**src/package_header_index_checker_top_macros.svh**
```systemverilog
// ----------------------------------------------------------------------------
// Assertion macros for the package header index checker
// Concurrent checks that compile away when SYNTHESIS is defined.
// ----------------------------------------------------------------------------
`ifndef PACKAGE_HEADER_INDEX_CHECKER_TOP_MACROS_SVH
`define PACKAGE_HEADER_INDEX_CHECKER_TOP_MACROS_SVH

`ifndef SYNTHESIS
// Same-cycle implication, disabled during reset
`define PHIC_ASSERT_NOW(label, clk, rst, ante, cons) \
   label: assert property (@(posedge clk) disable iff (rst) (ante) |-> (cons)) \
      else $error("phic assertion failed");
// Next-cycle implication, disabled during reset
`define PHIC_ASSERT_NEXT(label, clk, rst, ante, cons) \
   label: assert property (@(posedge clk) disable iff (rst) (ante) |=> (cons)) \
      else $error("phic assertion failed");
`else
`define PHIC_ASSERT_NOW(label, clk, rst, ante, cons)
`define PHIC_ASSERT_NEXT(label, clk, rst, ante, cons)
`endif

`endif

```
**src/phic_pkg.sv**
```systemverilog
// ----------------------------------------------------------------------------
// phic_pkg
// Types, codes and the entry check function of the header index checker.
// ----------------------------------------------------------------------------
package phic_pkg;

   // Number of watched tag slots (one slot cell each)
   localparam int NUM_SLOTS = 7;

   localparam int TAG_W   = 32;
   localparam int STORE_W = 28;
   localparam int CSR_IDX_W  = 3;
   localparam int CSR_DATA_W = 32;
   localparam int STATUS_W   = 3;
   localparam int MASK_W     = 7;

   localparam logic [31:0] TYPE_LIMIT = 32'd9;

   // Register indexes
   localparam logic [CSR_IDX_W-1:0] REG_STORE_LEN  = 3'd0;
   localparam logic [CSR_IDX_W-1:0] REG_WATCH_BASE = 3'd1;

   // Entry status codes
   localparam logic [STATUS_W-1:0] ST_OK          = 3'd0;
   localparam logic [STATUS_W-1:0] ST_BAD_TYPE    = 3'd1;
   localparam logic [STATUS_W-1:0] ST_OFFSET_PAST = 3'd2;
   localparam logic [STATUS_W-1:0] ST_ARRAY_PAST  = 3'd3;
   localparam logic [STATUS_W-1:0] ST_STRING_END  = 3'd4;
   localparam logic [STATUS_W-1:0] ST_SKIPPED     = 3'd5;

   // Transaction travelling down the cell chain
   typedef struct packed {
      logic [TAG_W-1:0]     tag;
      logic [STATUS_W-1:0]  status;
      logic                 first;
      logic [NUM_SLOTS-1:0] mask;
   } item_type;

   // Type and bounds check of one index entry against the store size
   function automatic logic [STATUS_W-1:0] check_entry(
      input logic [31:0]        etype,
      input logic [31:0]        offset,
      input logic [31:0]        count,
      input logic [STORE_W-1:0] store
   );
      logic [1:0]         shamt;
      logic               fixed;
      logic               is_string;
      logic [34:0]        need;
      logic [STORE_W-1:0] remain;
      logic [31:0]        store_ext;
      logic [STATUS_W-1:0] result;

      fixed     = 1'b0;
      shamt     = 2'd0;
      is_string = 1'b0;
      case (etype) inside
         32'd1, 32'd2, 32'd7: begin
            fixed = 1'b1;
            shamt = 2'd0;
         end
         32'd3: begin
            fixed = 1'b1;
            shamt = 2'd1;
         end
         32'd4: begin
            fixed = 1'b1;
            shamt = 2'd2;
         end
         32'd5: begin
            fixed = 1'b1;
            shamt = 2'd3;
         end
         32'd6, 32'd8, 32'd9: begin
            is_string = 1'b1;
         end
         default: begin
            fixed = 1'b0;
         end
      endcase

      store_ext = {4'b0, store};
      // only meaningful once the offset is known to lie inside the store
      remain    = store - offset[STORE_W-1:0];
      need      = {3'b0, count} << shamt;

      if (etype > TYPE_LIMIT) begin
         result = ST_BAD_TYPE;
      end else if (offset > store_ext) begin
         result = ST_OFFSET_PAST;
      end else if (fixed && (need > {7'b0, remain})) begin
         result = ST_ARRAY_PAST;
      end else if (is_string && (count != 32'd0) && (offset >= store_ext)) begin
         result = ST_STRING_END;
      end else begin
         result = ST_OK;
      end
      return result;
   endfunction

endpackage

```
**src/phic_check_stage.sv**
```systemverilog
// ----------------------------------------------------------------------------
// phic_check_stage
// Head of the chain: bounds check, sticky walk error and store size register.
// ----------------------------------------------------------------------------
module phic_check_stage
   import phic_pkg::*;
(
   input  logic                 clock,
   input  logic                 reset,
   input  logic                 load,
   input  logic                 up_valid,
   input  logic [31:0]          entry_tag,
   input  logic [31:0]          entry_type,
   input  logic [31:0]          entry_offset,
   input  logic [31:0]          entry_count,
   input  logic                 first_entry,
   input  logic                 store_wen,
   input  logic [STORE_W-1:0]   store_data,
   output logic                 dn_valid,
   output item_type             dn_item
);

   logic [STORE_W-1:0]  store_len_ff, store_len_in;
   logic                err_ff, err_in;
   logic                err_base;
   logic                accept;
   logic [STATUS_W-1:0] status;
   logic                valid_ff, valid_in;
   item_type            item_ff, item_in;

   assign accept = up_valid && load;

   // Status of the incoming entry; a new walk clears the sticky error first
   always_comb begin
      err_base = first_entry ? 1'b0 : err_ff;
      status   = err_base ? ST_SKIPPED
                          : check_entry(entry_type, entry_offset, entry_count,
                                        store_len_ff);
      err_in   = accept ? (err_base || (status != ST_OK)) : err_ff;
   end

   // Store size register
   assign store_len_in = store_wen ? store_data : store_len_ff;

   // Stage register
   always_comb begin
      valid_in       = load ? up_valid : valid_ff;
      item_in        = item_ff;
      if (accept) begin
         item_in.tag    = entry_tag;
         item_in.status = status;
         item_in.first  = first_entry;
         item_in.mask   = '0;
      end
   end

   always_ff @(posedge clock) begin
      if (reset) begin
         valid_ff     <= 1'b0;
         err_ff       <= 1'b0;
         store_len_ff <= '0;
      end else begin
         valid_ff     <= valid_in;
         err_ff       <= err_in;
         store_len_ff <= store_len_in;
      end
   end

   always_ff @(posedge clock) begin
      item_ff <= item_in;
   end

   assign dn_valid = valid_ff;
   assign dn_item  = item_ff;

endmodule

```
**src/phic_slot_cell.sv**
```systemverilog
// ----------------------------------------------------------------------------
// phic_slot_cell
// One watched tag slot: holds the tag, its found flag and one chain stage.
// ----------------------------------------------------------------------------
module phic_slot_cell
   import phic_pkg::*;
(
   input  logic                  clock,
   input  logic                  reset,
   input  logic                  load,
   input  logic                  up_valid,
   input  item_type              up_item,
   input  logic                  tag_wen,
   input  logic [CSR_DATA_W-1:0] tag_data,
   output logic                  dn_valid,
   output item_type              dn_item
);

   logic [TAG_W-1:0] watch_tag_ff, watch_tag_in;
   logic             found_ff, found_in;
   logic             found_base;
   logic             hit;
   logic             take;
   logic             valid_ff, valid_in;
   item_type         item_ff, item_in;

   assign take = load && up_valid;

   // Capture: passing entry, matching tag, slot not yet found in this walk
   always_comb begin
      found_base = up_item.first ? 1'b0 : found_ff;
      hit        = (up_item.status == ST_OK) && !found_base &&
                   (up_item.tag == watch_tag_ff);
      found_in   = take ? (found_base || hit) : found_ff;
   end

   assign watch_tag_in = tag_wen ? tag_data : watch_tag_ff;

   // Stage register; the mask shifts down one place per cell
   always_comb begin
      valid_in = load ? up_valid : valid_ff;
      item_in  = item_ff;
      if (take) begin
         item_in      = up_item;
         item_in.mask = {hit, up_item.mask[NUM_SLOTS-1:1]};
      end
   end

   always_ff @(posedge clock) begin
      if (reset) begin
         valid_ff     <= 1'b0;
         found_ff     <= 1'b0;
         watch_tag_ff <= '0;
      end else begin
         valid_ff     <= valid_in;
         found_ff     <= found_in;
         watch_tag_ff <= watch_tag_in;
      end
   end

   always_ff @(posedge clock) begin
      item_ff <= item_in;
   end

   assign dn_valid = valid_ff;
   assign dn_item  = item_ff;

endmodule

```
**src/package_header_index_checker_top.sv**
```systemverilog
// Path: an accepted request is registered in the check stage, then in one stage
// per slot cell, the last cell being the output register that drives rsp_valid.
// Throughput: one transaction per cycle while rsp_ready is high; each stage
// moves when its successor is empty or moving; bubbles close up under a stall.
// Reset (synchronous, active high) empties the chain and clears the found
// flags, the walk error and all configuration registers.
// ----------------------------------------------------------------------------
// package_header_index_checker_top
// Header index entry checker: bounds check followed by a chain of slot cells.
// ----------------------------------------------------------------------------
`include "package_header_index_checker_top_macros.svh"

module package_header_index_checker_top
   import phic_pkg::*;
(
   input  logic                  clock,
   input  logic                  reset,
   // request channel
   input  logic                  req_valid,
   output logic                  req_ready,
   input  logic [31:0]           req_entry_tag,
   input  logic [31:0]           req_entry_type,
   input  logic [31:0]           req_entry_offset,
   input  logic [31:0]           req_entry_count,
   input  logic                  req_first_entry,
   input  logic                  req_last_entry,
   // response channel
   output logic                  rsp_valid,
   input  logic                  rsp_ready,
   output logic [STATUS_W-1:0]   rsp_entry_status,
   output logic [MASK_W-1:0]     rsp_capture_mask,
   output logic                  rsp_walk_ok,
   // configuration
   input  logic                  csr_write_en,
   input  logic [CSR_IDX_W-1:0]  csr_index,
   input  logic [CSR_DATA_W-1:0] csr_write_data
);

   logic                 front_valid;
   item_type             front_item;
   logic                 front_move;
   logic [NUM_SLOTS-1:0] cell_valid;
   item_type             cell_item [NUM_SLOTS];
   logic [NUM_SLOTS-1:0] cell_move;
   logic [NUM_SLOTS-1:0] down_move;
   logic [NUM_SLOTS-1:0] tag_wen;
   logic                 store_wen;
   item_type             out_item;
   logic                 last_seen;

   // The last-entry flag is only used by the checks; the verdict is walk_ok itself
   assign last_seen = req_last_entry;

   // Register decode
   assign store_wen = csr_write_en && (csr_index == REG_STORE_LEN);

   // Move chain: a stage loads when it is empty or its successor moves
   assign front_move = !front_valid || cell_move[0];
   assign req_ready  = front_move;

   phic_check_stage u_check (
      .clock        (clock),
      .reset        (reset),
      .load         (front_move),
      .up_valid     (req_valid),
      .entry_tag    (req_entry_tag),
      .entry_type   (req_entry_type),
      .entry_offset (req_entry_offset),
      .entry_count  (req_entry_count),
      .first_entry  (req_first_entry),
      .store_wen    (store_wen),
      .store_data   (csr_write_data[STORE_W-1:0]),
      .dn_valid     (front_valid),
      .dn_item      (front_item)
   );

   // Row of slot cells
   for (genvar i = 0; i < NUM_SLOTS; i++) begin : g_cell
      assign tag_wen[i] = csr_write_en &&
                          (csr_index == CSR_IDX_W'(REG_WATCH_BASE + CSR_IDX_W'(i)));

      if (i == NUM_SLOTS - 1) begin : g_tail
         assign down_move[i] = rsp_ready;
      end else begin : g_body
         assign down_move[i] = cell_move[i+1];
      end
      assign cell_move[i] = !cell_valid[i] || down_move[i];

      if (i == 0) begin : g_head
         phic_slot_cell u_cell (
            .clock    (clock),
            .reset    (reset),
            .load     (cell_move[i]),
            .up_valid (front_valid),
            .up_item  (front_item),
            .tag_wen  (tag_wen[i]),
            .tag_data (csr_write_data),
            .dn_valid (cell_valid[i]),
            .dn_item  (cell_item[i])
         );
      end else begin : g_link
         phic_slot_cell u_cell (
            .clock    (clock),
            .reset    (reset),
            .load     (cell_move[i]),
            .up_valid (cell_valid[i-1]),
            .up_item  (cell_item[i-1]),
            .tag_wen  (tag_wen[i]),
            .tag_data (csr_write_data),
            .dn_valid (cell_valid[i]),
            .dn_item  (cell_item[i])
         );
      end
   end

   // Response from the last cell
   assign out_item         = cell_item[NUM_SLOTS-1];
   assign rsp_valid        = cell_valid[NUM_SLOTS-1];
   assign rsp_entry_status = out_item.status;
   assign rsp_capture_mask = MASK_W'(out_item.mask);
   assign rsp_walk_ok      = (out_item.status == ST_OK);

   // Checks
   `PHIC_ASSERT_NOW(a_fail_no_capture, clock, reset,
      rsp_valid && (rsp_entry_status != ST_OK), rsp_capture_mask == '0)
   `PHIC_ASSERT_NOW(a_status_range, clock, reset,
      rsp_valid, (rsp_entry_status <= ST_SKIPPED))
   `PHIC_ASSERT_NOW(a_no_block_when_drained, clock, reset,
      rsp_ready, req_ready)
   `PHIC_ASSERT_NEXT(a_last_skipped_fails, clock, reset,
      req_valid && req_ready && last_seen && !req_first_entry &&
      front_valid && (front_item.status != ST_OK) && cell_move[0],
      front_valid && (front_item.status == ST_SKIPPED))

endmodule

```
**config.mk**
```make
export PLATFORM = sky130hd
export DESIGN_NAME = package_header_index_checker_top
export DESIGN_NICKNAME = d
export VERILOG_FILES = /design/src/phic_pkg.sv /design/src/phic_check_stage.sv /design/src/phic_slot_cell.sv /design/src/package_header_index_checker_top.sv
export VERILOG_INCLUDE_DIRS = /design/src /design/src/src
export SDC_FILE = /design/constraint.sdc
export NUM_CORES = 1
export LEC_CHECK = 0
export ABC_AREA = 1
export BUFFER_PORTS_ARGS = -buffer_cell sky130_fd_sc_hd__buf_4
export CORE_UTILIZATION = 25
export CTS_CLUSTER_DIAMETER = 50
export DETAILED_ROUTE_END_ITERATION = 6
export PLACE_DENSITY_LB_ADDON = 0.05
export SLEW_MARGIN = 20
export SYNTH_ARGS = -nofsm -noshare
export SYNTH_HDL_FRONTEND = slang
export SYNTH_SLANG_ARGS = --single-unit
export TNS_END_PERCENT = 100
```
**constraint.sdc**
```tcl
create_clock -name clock -period 4.25 [get_ports clock]
set_input_delay 0.6375 -clock clock [delete_from_list [all_inputs] [get_ports clock]]
set_output_delay 0.6375 -clock clock [all_outputs]
set_load 0.02 [all_outputs]
```
# Word level (Yosys, flattened, before mapping)
# Index checks and enable logic that the tools add are counted.
[word_totals]
register_bits = 551
latch_bits = 0
ram_bits = 0
romBits = 0
wordCells = 185
n_memories = 0
[classes]
addsub = 1
multipliers = 0
div = 0
order_cmp = 4
n_eq_ne = 23
shift = 1
mux = 26
bitwise_logic = 0
reduce_logical = 77
[op_table]
columns = ["operator", "count"]
rows = [
  ["$eq A32 B32 Y1", 7],
  ["$eq A32 B3 Y1 const B", 4],
  ["$eq A32 B2 Y1 const B", 2],
  ["$eq A32 B4 Y1 const B", 2],
  ["$gt A35 B28 Y1", 1],
  ["$shl A32 B2 Y35", 1],
  ["$logic_and A1 B1 Y1", 33],
  ["$eq A32 B1 Y1 const B", 1],
  ["$ge A32 B28 Y1", 1],
  ["$gt A32 B28 Y1", 1],
  ["$gt A32 B4 Y1 const B", 1],
  ["$reduce_bool A32 Y1", 1],
  ["$sub A28 B28 Y28", 1],
  ["$logic_not A3 Y1", 9],
  ["$mux W1", 17],
  ["$logic_or A1 B1 Y1", 16],
  ["$logic_not A1 Y1", 15],
  ["$mux W3", 5],
  ["$eq A3 B3 Y1 const B", 4],
  ["$mux W2", 4],
  ["$eq A3 B2 Y1 const B", 2],
  ["$reduce_or A3 Y1", 2],
  ["$eq A3 B1 Y1 const B", 1],
  ["$reduce_bool A3 Y1", 1],
]

# Logic depth before layout (Yosys ltp)
# Gate-level depths: netlist (run 1).
[depth]
depth_word = 16
ltp_mapped = 32

# Cells and area by module
# Synthesis (run 1) repeated with hierarchy kept, for this count alone.
[unflattened]
hier_cells = 3272
area_unflattened_um2 = 28285.9
[modules_own_cells]
columns = ["mod", "instances", "cells_per_inst", "area_each_um2", "seq_area_each_um2"]
rows = [
  ["phic_slot_cell", 7, 340, 3149.3, 1971.9],
  ["phic_check_stage", 1, 861, 6088.3, 1681.6],
  ["package_header_index_checker_top", 1, 31, 152.6, 0.0],
]

# Least setup slack after synthesis (run 1)
# OpenSTA, ideal clock, no wires.
[synth_timing]
path_kind = "input -> register"
startpoint = "input req_entry_offset[3]"
endpoint = "register u_check.item_ff (netlist bit u_check.dn_item[9]), data pin"
setup_ns = 0.266
arrival_time_ns = 3.235
required_ns = 3.984
setup_slack_ns = 0.749
path_stages = 26
path_buffers = 0
cell_sequence = "inv_1 ha_1 a21oi_1 o21ai_1 a21oi_1 o21bai_2 a21oi_1 o21ai_1 nand3_1 nand2_1 xnor2_1 ha_1 nand2_1 inv_1 nand2_1 nand2_1 a21oi_1 nand3_1 nand2_1 nand2_1 nand2_1 nand2_1 nand2_1 nand3_1 nand2_1 a21boi_1"
[synth_via]
elab_chain_len = 7
[synth_rtl]
columns = ["element", "line_no", "source"]
rows = [
  ["start, declared", "package_header_index_checker_top.sv:23", "input logic [31:0] req_entry_offset,"],
  ["$sub A28 B28 Y28", "phic_pkg.sv:84", "remain = store - offset[STORE_W-1:0];"],
  ["$gt A35 B28 Y1", "phic_pkg.sv:91", "end else if (fixed && (need > {7'b0, remain})) begin"],
  ["$logic_and A1 B1 Y1", "phic_pkg.sv:91", ""],
  ["$mux W3", "phic_pkg.sv:91", ""],
  ["$mux W3 *", "phic_pkg.sv:89", "end else if (offset > store_ext) begin"],
  ["$mux W3 *", "phic_pkg.sv:87", "if (etype > TYPE_LIMIT) begin"],
  ["$mux W3 *", "phic_check_stage.sv:36", "status = err_base ? ST_SKIPPED"],
  ["named net u_check.status[1]", "phic_check_stage.sv:27", "logic [STATUS_W-1:0] status;"],
  ["end signal, assigned", "phic_check_stage.sv:70", "item_ff <= item_in;"],
  ["end, declared", "phic_check_stage.sv:29", "item_type item_ff, item_in;"],
]
# Mark *: on every way through the listed nets, which the timed path passes. The rest lies on a longest branch.
# A chain may end at the register's enable or synchronous reset.

# Worst setup path in the final report (run 1)
[layout_timing]
startpoint = "register u_check.store_len_ff[0]"
endpoint = "register u_check.item_ff (netlist bit u_check.dn_item[9]), data pin"
[layout_via]
elab_chain_len = 7
[layout_rtl]
columns = ["element", "line_no", "source"]
rows = [
  ["start, declared", "phic_check_stage.sv:23", "logic [STORE_W-1:0] store_len_ff, store_len_in;"],
  ["start signal, assigned", "phic_check_stage.sv:65", "store_len_ff <= store_len_in;"],
  ["$sub A28 B28 Y28", "phic_pkg.sv:84", ""],
  ["$gt A35 B28 Y1", "phic_pkg.sv:91", ""],
  ["$logic_and A1 B1 Y1", "phic_pkg.sv:91", ""],
  ["$mux W3", "phic_pkg.sv:91", ""],
  ["$mux W3 *", "phic_pkg.sv:89", ""],
  ["$mux W3 *", "phic_pkg.sv:87", ""],
  ["$mux W3 *", "phic_check_stage.sv:36", ""],
  ["named net u_check.status[1]", "phic_check_stage.sv:27", ""],
]
# Marked as above.

==> results of run 1 <==
cell families (layout without fill, tap and decap cells):
group                      count (synthesis)  in the layout  share of synthesized area
xor gates and xnor gates                 167            167                     0.0594
adders and majority gates                 84             84                     0.0430
other                                      0              1                          0
DFF                                      551            551                      0.563
and+or+nand+nor                          901            901                      0.153
AOI/OAI and AO/OA                        562            562                      0.122
buffers and inverters                    371            624                     0.0598
state kept, by name (all words and copies together), names as in the netlist:
| register | flops |
|---|---|
| u_check.dn_item | 36 |
| u_check.store_len_ff | 28 |
| g_cell.g_head.u_cell.dn_item | 37 |
| g_cell.g_link.u_cell.dn_valid | 6 |
| g_cell.g_head.u_cell.dn_valid | 1 |
| g_cell.g_head.u_cell.watch_tag_ff | 32 |
| g_cell.g_link.u_cell.dn_item | 210 |
| g_cell.g_link.u_cell.found_ff | 6 |
| u_check.err_ff | 1 |
| u_check.dn_valid | 1 |
| g_cell.g_head.u_cell.found_ff | 1 |
| g_cell.g_link.u_cell.watch_tag_ff | 192 |
metal layers:
metal  wire, um  vias up  track usage
li1           -     9225            -
met3       2550      114       0.0205
met4       1930        0       0.0486
met1      37500     8451        0.214
met2      33800      357        0.240
met5          0        -            0
critical path: cells and delay by family (launching register included):
family | cells | cell delay, ns
flip-flops | 1 | 0.34
AO/OA/AOI/OAI | 5 | 0.73
XOR/XNOR | 1 | 0.13
buffers and inverters | 3 | 0.36
adder cells (fa/ha/maj) | 3 | 0.86
AND/OR/NAND/NOR | 10 | 1.16
placed cells by master, fill, tap and decap left out, types with 9 or more instances in the layout:
master,n
inv_6,9
nor4_1,37
nand2_1,223
clkinv_1,14
clkbuf_1,15
xnor2_1,37
xor2_1,130
inv_1,236
nand4_1,30
clkbuf_16,80
o21ai_0,289
edfxtp_1,283
buf_4,219
nor2_1,508
dfxtp_1,268
nor3_1,29
inv_2,9
nand3_1,27
a21oi_1,172
o22ai_1,19
clkinv_2,10
a21oi_2,13
nor2_2,9
or2_2,15
o21ai_1,29
ha_1,83
power groups by stage:
stage / Combinational [W] / Sequential [W] / Clock (W)
detailed placement: 0.000960 / 0.00592 / 0
global route: 0.00107 / 0.00582 / 0.00703
CTS: 0.000964 / 0.00581 / 0.00682
finish: 0.000943 / 0.00581 / 0.00662
floorplan: 0.000541 / 0.00589 / 0
global placement: 0.000951 / 0.00592 / 0
area by class of cell:
class	count	area, um2	share of cell area
tap	1276	1600	0.0530
multi-input combinational	1714	9340	0.310
antenna	1	2.50	0.0000830
clock buffer	99	2110	0.0701
sequential	551	13900	0.460
clock inverter	49	569	0.0189
inverter	254	958	0.0318
timing repair buffer	222	1700	0.0565
per-stage QoR:
step | power (W) | instance area [um2] | TNS, ns
final | 0.0134 | 30100 | 0
after global routing | 0.0139 | 30100 | 0
after floorplan | 0.00643 | 24600 | 0
after global placement | 0.00687 | 27400 | 0
after CTS | 0.0136 | 30100 | 0
after detailed placement | 0.00688 | 27400 | -0.00773
worst max-delay path by stage:
stage / start / to / slack (ns) / cells after the start
after global routing: u_check.store_len_ff[0]$_SDFFE_PP0P_ / u_check.dn_item[9]$_DFFE_PP_ / 0.006 / 22
after floorplan: req_entry_offset[3] / u_check.dn_item[9]$_DFFE_PP_ / 0.75 / 26
final: u_check.store_len_ff[0]$_SDFFE_PP0P_ / u_check.dn_item[9]$_DFFE_PP_ / 0.41 / 22
after CTS: u_check.store_len_ff[0]$_SDFFE_PP0P_ / u_check.dn_item[9]$_DFFE_PP_ / 0.33 / 22
after detailed placement: req_entry_offset[3] / u_check.dn_item[9]$_DFFE_PP_ / -0.008 / 23
after global placement: req_entry_offset[17] / u_check.dn_item[9]$_DFFE_PP_ / 0.009 / 27
==> flow_summary_export.csv, run 1 <==
group,metric,value,unit
outcome,status,"complete, no violations",
cts,cts_hold_buf,0,
sta,min_period_over_period,0.904,
die,die_area,99800,um2
placement,pre_cts_ws,-0.00773,ns
critical_path,cp-start-kind,"flop",
critical_path,r2r_slack,0.41,ns
pwr,switching_power,0.00327,W
synth,syn_area,24600,um2
drt,first_pass_iters,5,
min_path,hp-class,"in -> reg",
pwr,irDropWorstVdd,300,uV
finish,fillCellCount,10000,
synth,syn_inst,2636,
critical_path,slowest_delay,0.40,ns
cts,cts_tree,"done",
synth,synth_largest_area_cell,"edfxtp_1",
critical_path,arrival,4.20,ns
sta,fin_skew,0.0389,ns
critical_path,cp_slowest_cell,"fa_1",
die,io_pins,183,
sta,maxSlewViolCount,0,
pwr,seq_power_share,0.434,
pwr,p_sw_frac,0.245,
critical_path,r2r_cells,22,
sta,holdWs,0.167,ns
critical_path,crit_chain,"inv_1 -> ha_1 -> inv_1 -> fa_1 -> a21oi_1 -> o21bai_2 -> a21oi_1 -> o21ai_1 -> nand3_1 -> nand2_1 -> xnor2_1 -> ha_1 -> nand2_1 -> nor2_1 -> nand2_1 -> nor3_1 -> buf_4 -> nand2_1 -> nand2_1 -> nand3_1 -> nand2_1 -> a21boi_1",
min_path,whs_path_depth,1,
drt,routed_wl,75800,um
drt,ant_nets,0,
synth,synth.cells.most_frequent,"nor2_1, o21ai_0, edfxtp_1",
sta,fin_ws,0.409,ns
finish,layout-area-overhead-vs-synth,22.3,%
synth,synth-edff-count,283,
placement,hpwl,56800,um
synth,yosysMostFrequentCell,"nor2_1",
finish,utilization,0.310,
sta,worst_pin_slew,1.01,ns
cts,clkTransAtPathRegs,0.05,ns
synth,postSynthAreaPerCell,9.35,um2
grt,track_usage,0.152,
critical_path,worstReg2RegStart,"u_check.store_len_ff[0]$_SDFFE_PP0P_",
drt,wire_per_inst,18.2,um
synth,synthArstFlopShare,0,
pwr,clkPwrFrac,0.495,
synth,synth_cell_type_count,56,
cts,postCtsSetupBuffers,0,
flow_run,cap_violations,0,
synth,ys.flop_type,"edfxtp_1",
sta,rsz0062_at_grt,"false",
grt,grt_max_degree,104,
critical_path,worstSetupPathType,"reg -> reg",
critical_path,end_kind,"flop",
placement,io_buffer_count,181,
sta,hold_violations,0,
grt,grt_pass1_wl,114000,um
critical_path,crit_fanout,3,
drt,drc,0,
sta,fmax,260,MHz
placement,gp_congestion,0.808,
die,fp.dieH,316,um
cts,h-tree-depth,3,
grt,grt_pass1_vias,18100,
drt,first_iter_violations,903,
cts,clock-sinks,551,
grt,antenna_found_initial,2,
sta,min_period,3.84,ns
min_path,hold_end,"u_check.dn_item[34]$_DFFE_PP_",
synth,synth_area_leaders,"edfxtp_1, dfxtp_1, nor2_1",
placement,dp.cells,4016,
pwr,leakagePower,12.3,nW
die,start_util,0.254,
finish,instances_no_fill,4166,
cts,post_cts_resized,0,
pwr,p_per_area,444,nW/um2
cts,cts_root_buffer,"clkbuf_16",
drt,vias_per_cell,4.36,
synth,ys_seq_area_frac,0.563,
synth,netlist.area_leader.share,0.345,
min_path,hold_path_startpoint,"req_entry_tag[23]",
grt,grt_overflow,0,
critical_path,r2r-end,"u_check.dn_item[9]$_DFFE_PP_",
finish,final_nets,3077,
sta,slew-limit-headroom,0.324,
cts,clk_path_buf_depth,3,
cts,insertion_delay,0.63,ns
die,dieWidth,316,um
drt,route.vias.total,18100,
critical_path,worstPathRequired,4.61,ns
finish,layout-drive-gt1-share,0.142,
synth,synth_seq_cells,551,
critical_path,crit_top_cell,"nand2_1",
sta,finalSetupViolations,0,
die,coreArea,97100,um2
pwr,internal_power,0.0101,W
synth,syn_nets,2890,
cts,cts_buffers,80,
pwr,pwr-share-comb,0.071,
synth,synth-warning-count,0,
die,rows,114,
No activity file was read; power rests on OpenSTA's default activity.
==> run 2: changes to the inputs <==
--- a/config.mk
+++ b/config.mk
@@ -9,8 +9,10 @@
 export ABC_AREA = 1
 export BUFFER_PORTS_ARGS = -buffer_cell sky130_fd_sc_hd__buf_4
 export CORE_UTILIZATION = 25
+export CTS_BUF_LIST = sky130_fd_sc_hd__clkbuf_2 sky130_fd_sc_hd__clkbuf_4 sky130_fd_sc_hd__clkbuf_8
 export CTS_CLUSTER_DIAMETER = 50
 export DETAILED_ROUTE_END_ITERATION = 6
+export MAX_ROUTING_LAYER = met4
 export PLACE_DENSITY_LB_ADDON = 0.05
 export SLEW_MARGIN = 20
 export SYNTH_ARGS = -nofsm -noshare
==> flow_summary_export.csv, run 2 (synthesis results as in run 1) <==
group,metric,value,unit
outcome,status,"complete, no violations",
sta,hold_violations,0,
critical_path,worstSetupPathType,"reg -> reg",
finish,layout-area-overhead-vs-synth,21.0,%
grt,antenna_found_initial,6,
min_path,hp-class,"in -> reg",
sta,finalSetupViolations,0,
drt,vias_per_cell,4.33,
sta,min_period_over_period,0.908,
sta,maxSlewViolCount,0,
grt,track_usage,0.158,
critical_path,cp_top_family,"simple AND/OR/NAND/NOR gates",
placement,hpwl,57100,um
flow_run,cap_violations,0,
sta,fin_ws,0.390,ns
drt,ant_nets,0,
grt,grt.busiest_layer,"met2",
die,io_pins,183,
finish,final_common_cell,"nor2_1",
critical_path,worstReg2RegStart,"u_check.store_len_ff[0]$_SDFFE_PP0P_",
finish,final_design_area_no_fill,29800,um2
grt,met3_usage,0.0240,
critical_path,worstPathRequired,4.69,ns
sta,worst_pin_slew,1.04,ns
cts,h-tree-depth,3,
sta,slew-limit-headroom,0.300,
drt,routed_wl,76200,um
grt,grt_max_degree,103,
critical_path,slowest_delay,0.40,ns
die,dieWidth,316,um
pwr,power.total,0.0124,W
grt,grt_overflow,0,
grt,grt_pass1_wl,115000,um
grt,grt_pass1_vias,18500,
cts,postCtsSetupBuffers,0,
sta,rsz0062_at_grt,"false",
grt,grt_util_met1,0.211,
cts,insertion_delay,0.71,ns
placement,place_area,27500,um2
pwr,leakagePower,12.3,nW
sta,holdWs,0.0906,ns
critical_path,crit_top_cell,"nand2_1",
placement,pre_cts_ws,0.0422,ns
finish,layout-drive-gt1-share,0.164,
critical_path,r2r_cells,22,
drt,drc,0,
die,fp.dieH,316,um
sta,fmax,259,MHz
critical_path,startpoint,"u_check.store_len_ff[0]$_SDFFE_PP0P_",
critical_path,cp-start-kind,"flop",
die,die_area,99800,um2
drt,route.vias.total,18300,
pwr,p_per_area,414,nW/um2
pwr,irDropWorstVdd,326,uV
critical_path,arrival,4.30,ns
cts,cts_hold_buf,3,
critical_path,crit_chain,"inv_1 -> ha_1 -> inv_1 -> fa_1 -> a21oi_1 -> o21bai_2 -> a21oi_1 -> o21ai_1 -> nand3_1 -> nand2_1 -> xnor2_1 -> ha_1 -> nand2_1 -> nor2_1 -> nand2_1 -> nor3_1 -> buf_4 -> nand2_1 -> nand2_1 -> nand3_1 -> nand2_1 -> a21boi_1",
die,start_util,0.254,
cts,clk_path_buf_depth,3,
critical_path,timing.critical_path.to,"u_check.dn_item[9]$_DFFE_PP_",
finish,layout_common_cells,"nor2_1, o21ai_0, edfxtp_1",
sta,fin_skew,0.0396,ns
die,rows,114,
critical_path,r2r-end,"u_check.dn_item[9]$_DFFE_PP_",
drt,first_iter_violations,942,
critical_path,cp.depth,22,
cts,cts_tree,"done",
finish,largest_reg_flops,210,
drt,first_pass_iters,5,
drt,wire_per_inst,18.1,um
cts,post_cts_resized,0,
placement,io_buffer_count,181,
sta,fin_setup_tns,0,ns
die,coreArea,97100,um2
min_path,hold_path_startpoint,"req_entry_tag[15]",
cts,clkTransAtPathRegs,0.06,ns
critical_path,r2r_slack,0.39,ns
critical_path,crit_fanout,3,
cts,clock-sinks,551,
cts,cts_root_buffer,"clkbuf_8",
grt,grt_util_met2,0.245,
placement,gp_congestion,0.809,
critical_path,end_kind,"flop",
cts,cts_buffers,102,
finish,final_nets,3107,
sta,min_period,3.86,ns
critical_path,cp_slowest_cell,"fa_1",
critical_path,path_buf_inv,3,
[run 2: changes by cell type in the layout (fill, tap and decap cells not counted), sizes merged]
cell and change:
clkbuf +77, clkinvlp -5, clkinv -22, dlygate4sd3 +3, inv -3, diode +1
bufinv -3, buf +5
[run 2: power breakdown]
group	internal (W)	switching, W	total (W)	leakage (nW)
Sequential	0.00572	0.0000903	0.00581	4.78
Combinational	0.000365	0.000586	0.000951	6.32
Clock	0.00330	0.00230	0.00560	1.22
Total	0.00938	0.00298	0.0124	12.3
[run 2: layout make-up]
type | instances | area, um2
repair buffers | 230 | 1770
clock inverters | 16 | 230
flip-flops and latches | 551 | 13900
fillers | 10200 | 67300
well taps | 1276 | 1600
diodes | 2 | 5.00
inverters | 254 | 958
clock buffers | 176 | 2060
multi-input cells | 1714 | 9340
[run 2: worst min-delay path by stage]
| stage | to | cells past startpoint |
|---|---|---|
| final | u_check.dn_item[26]$_DFFE_PP_ | 1 |
| after global placement | g_cell[3].g_link.u_cell.dn_item[5]$_DFFE_PP_ | 0 |
| after global routing | u_check.dn_item[16]$_DFFE_PP_ | 1 |
| after CTS | u_check.dn_item[26]$_DFFE_PP_ | 1 |
| after floorplan | g_cell[1].g_link.u_cell.dn_item[5]$_DFFE_PP_ | 0 |
| after detailed placement | g_cell[6].g_link.u_cell.dn_item[4]$_DFFE_PP_ | 0 |
[run 2: worst register-to-register path, cell delays in order (launching register included)]
cell and delay [ns]:
dfxtp_1 0.34, inv_1 0.12, ha_1 0.16, inv_1 0.06, fa_1 0.40, a21oi_1 0.24, o21bai_2 0.12, a21oi_1 0.19
o21ai_1 0.12, nand3_1 0.09, nand2_1 0.07, xnor2_1 0.14, ha_1 0.30, nand2_1 0.07, nor2_1 0.10, nand2_1 0.10
nor3_1 0.33, buf_4 0.18, nand2_1 0.06, nand2_1 0.09, nand3_1 0.13, nand2_1 0.10, a21boi_1 0.06
[run 2: per-stage QoR]
stage	util	std cells
detailed placement	0.283	4021
floorplan	-	2636
finish	0.307	4219
global route	0.307	4219
global placement	0.283	4021
CTS	0.307	4216
[run 2: per-layer routing]
layer / up-vias / share of wire
met4: 0 / 0.028
met5: - / 0
met3: 117 / 0.036
met1: 8523 / 0.49
li1: 9265 / -
met2: 355 / 0.45
==> run 3: changes to the inputs <==
--- a/config.mk
+++ b/config.mk
@@ -7,7 +7,8 @@
 export NUM_CORES = 1
 export LEC_CHECK = 0
 export ABC_AREA = 1
-export BUFFER_PORTS_ARGS = -buffer_cell sky130_fd_sc_hd__buf_4
+export BUFFER_PORTS_ARGS = -buffer_cell sky130_fd_sc_hd__buf_2
+export CORE_MARGIN = 10
 export CORE_UTILIZATION = 25
 export CTS_BUF_LIST = sky130_fd_sc_hd__clkbuf_2 sky130_fd_sc_hd__clkbuf_4 sky130_fd_sc_hd__clkbuf_8
 export CTS_CLUSTER_DIAMETER = 50
==> flow_summary_export.csv, run 3 (synthesis results as in run 1) <==
group,metric,value,unit
critical_path,r2r_cells,26,
critical_path,crit_fanout,3,
sta,fmax,270,MHz
die,fp.dieH,334,um
critical_path,worstSetupPathType,"reg -> reg",
pwr,clkPwrFrac,0.468,
critical_path,cp-start-kind,"flop",
drt,drc,0,
drt,first_pass_iters,4,
grt,grt_overflow,0,
placement,io_buffer_count,181,
grt,track_usage,0.142,
pwr,power.total,0.0126,W
pwr,leakagePower,12.3,nW
cts,clkTransAtPathRegs,0.06,ns
finish,final_nets,3123,
sta,slew-limit-headroom,0.292,
pwr,irDropWorstVdd,219,uV
grt,grt_pass1_wl,117000,um
critical_path,arrival,4.16,ns
placement,hpwl,58800,um
cts,insertion_delay,0.72,ns
cts,clk_path_buf_depth,3,
pwr,seq_power_share,0.459,
cts,cts_tree,"done",
min_path,hp-class,"in -> reg",
die,rows,115,
sta,hold_violations,0,
drt,wire_per_inst,18.4,um
sta,fin_setup_tns,0,ns
pwr,pwr-share-comb,0.073,
drt,ant_nets,0,
drt,first_iter_violations,915,
sta,fin_ws,0.541,ns
grt,antenna_found_initial,4,
die,die_area,112000,um2
min_path,hold_path_startpoint,"req_entry_tag[21]",
drt,routed_wl,78300,um
sta,maxSlewViolCount,0,
cts,clock-sinks,551,
critical_path,end_kind,"flop",
finish,largest_reg_flops,210,
sta,rsz0062_at_grt,"false",
flow_run,cap_violations,0,
finish,fillCellCount,10400,
finish,regArea,13900,um2
finish,multi_input_area,9340,um2
outcome,status,"complete, no violations",
min_path,whs_path_depth,1,
cts,post_cts_resized,0,
cts,cts_buffers,105,
sta,finalSetupViolations,0,
pwr,internal_power,0.00957,W
finish,layout-drive-gt1-share,0.160,
die,start_util,0.251,
cts,cts_root_buffer,"clkbuf_8",
grt,grt_pass1_vias,18600,
drt,vias_per_cell,4.30,
sta,fin_skew,0.0569,ns
critical_path,worstReg2RegStart,"u_check.store_len_ff[0]$_SDFFE_PP0P_",
pwr,p_sw_frac,0.243,
finish,layout-area-overhead-vs-synth,20.3,%
placement,pre_cts_ws,0.0431,ns
finish,final_common_cell,"nor2_1",
placement,gp_congestion,0.813,
die,io_pins,183,
cts,h-tree-depth,3,
die,dieWidth,334,um
sta,min_period_over_period,0.873,
critical_path,r2r_slack,0.54,ns
pwr,switching_power,0.00307,W
die,coreArea,98100,um2
grt,grt_max_degree,101,
critical_path,startpoint,"u_check.store_len_ff[0]$_SDFFE_PP0P_",
sta,min_period,3.71,ns
finish,layout_common_cells,"nor2_1, o21ai_0, edfxtp_1",
critical_path,worstPathRequired,4.70,ns
pwr,p_per_area,427,nW/um2
drt,route.vias.total,18300,
sta,worst_pin_slew,1.06,ns
## run 3: cell types whose count changed in the layout (fill, tap and decap cells not counted), sizes merged
cell and delta:
clkinv +22, clkbuf -21, dlygate4sd3 +14, bufinv +6
buf -1
## run 3: area by class of cell
type / instances / share of cell area
sequential: 551 / 0.468
multi-input combinational: 1714 / 0.315
clock buffer: 155 / 0.0650
tap: 1287 / 0.0543
timing repair buffer: 243 / 0.0490
inverter: 254 / 0.0323
clock inverter: 44 / 0.0164
antenna: 2 / 0.000169
## run 3: per-layer routing
| layer | vias to the layer above | track usage | wire length, um |
|---|---|---|---|
| li1 | 9309 | - | - |
| met1 | 8492 | 0.191 | 38700 |
| met2 | 353 | 0.216 | 34600 |
| met4 | 0 | 0.0465 | 2230 |
| met5 | - | - | 0 |
| met3 | 127 | 0.0231 | 2720 |
## run 3: timing repair
action,in CTS,in global routing
buffers inserted,0,0
endpoints found under the hold margin,17,0
hold buffers,17,0
## run 3: critical path, cell delays in order (launching register included)
cell	delay, ns
dfxtp_1	0.31
inv_1	0.08
ha_1	0.14
inv_1	0.06
fa_1	0.39
a21oi_1	0.24
o21bai_2	0.13
a21oi_1	0.23
o21ai_1	0.13
nand3_1	0.09
nand2_1	0.07
xnor2_1	0.17
ha_1	0.27
nand2_1	0.10
inv_1	0.04
nand2_1	0.05
nand2_1	0.05
a21oi_1	0.17
nand3_1	0.15
nand2_1	0.09
nand2_1	0.05
nand2_1	0.05
nand2_1	0.04
nand2_1	0.06
nand3_1	0.11
nand2_1	0.10
a21boi_1	0.06
## run 3: final timing paths
| kind | endpoint |
|---|---|
| max reg2reg | u_check.dn_item[9]$_DFFE_PP_ |
| min | u_check.dn_item[32]$_DFFE_PP_ |
| max | u_check.dn_item[9]$_DFFE_PP_ |
| min reg2reg | g_cell[5].g_link.u_cell.dn_item[1]$_DFFE_PP_ |
## run 3: through the flow
stage	std cells	utilization	hold WS, ns	cell area, um2
6_report	4250	0.302	0.0768	29600
3_3_place_gp	4031	0.275	0.420	27000
4_1_cts	4247	0.302	0.0000827	29600
5_1_grt	4249	0.302	0.0120	29600
2_1_floorplan	2636	-	0.400	24600
3_5_place_dp	4031	0.275	0.413	27000
## run 3: power groups by stage
stage | Clock, W | Combinational (W) | Sequential, W
after global placement | 0 | 0.000915 | 0.00592
after detailed placement | 0 | 0.000925 | 0.00592
after CTS | 0.00614 | 0.000942 | 0.00581
after floorplan | 0 | 0.000541 | 0.00589
final | 0.00592 | 0.000920 | 0.00581
after global routing | 0.00639 | 0.00105 | 0.00582
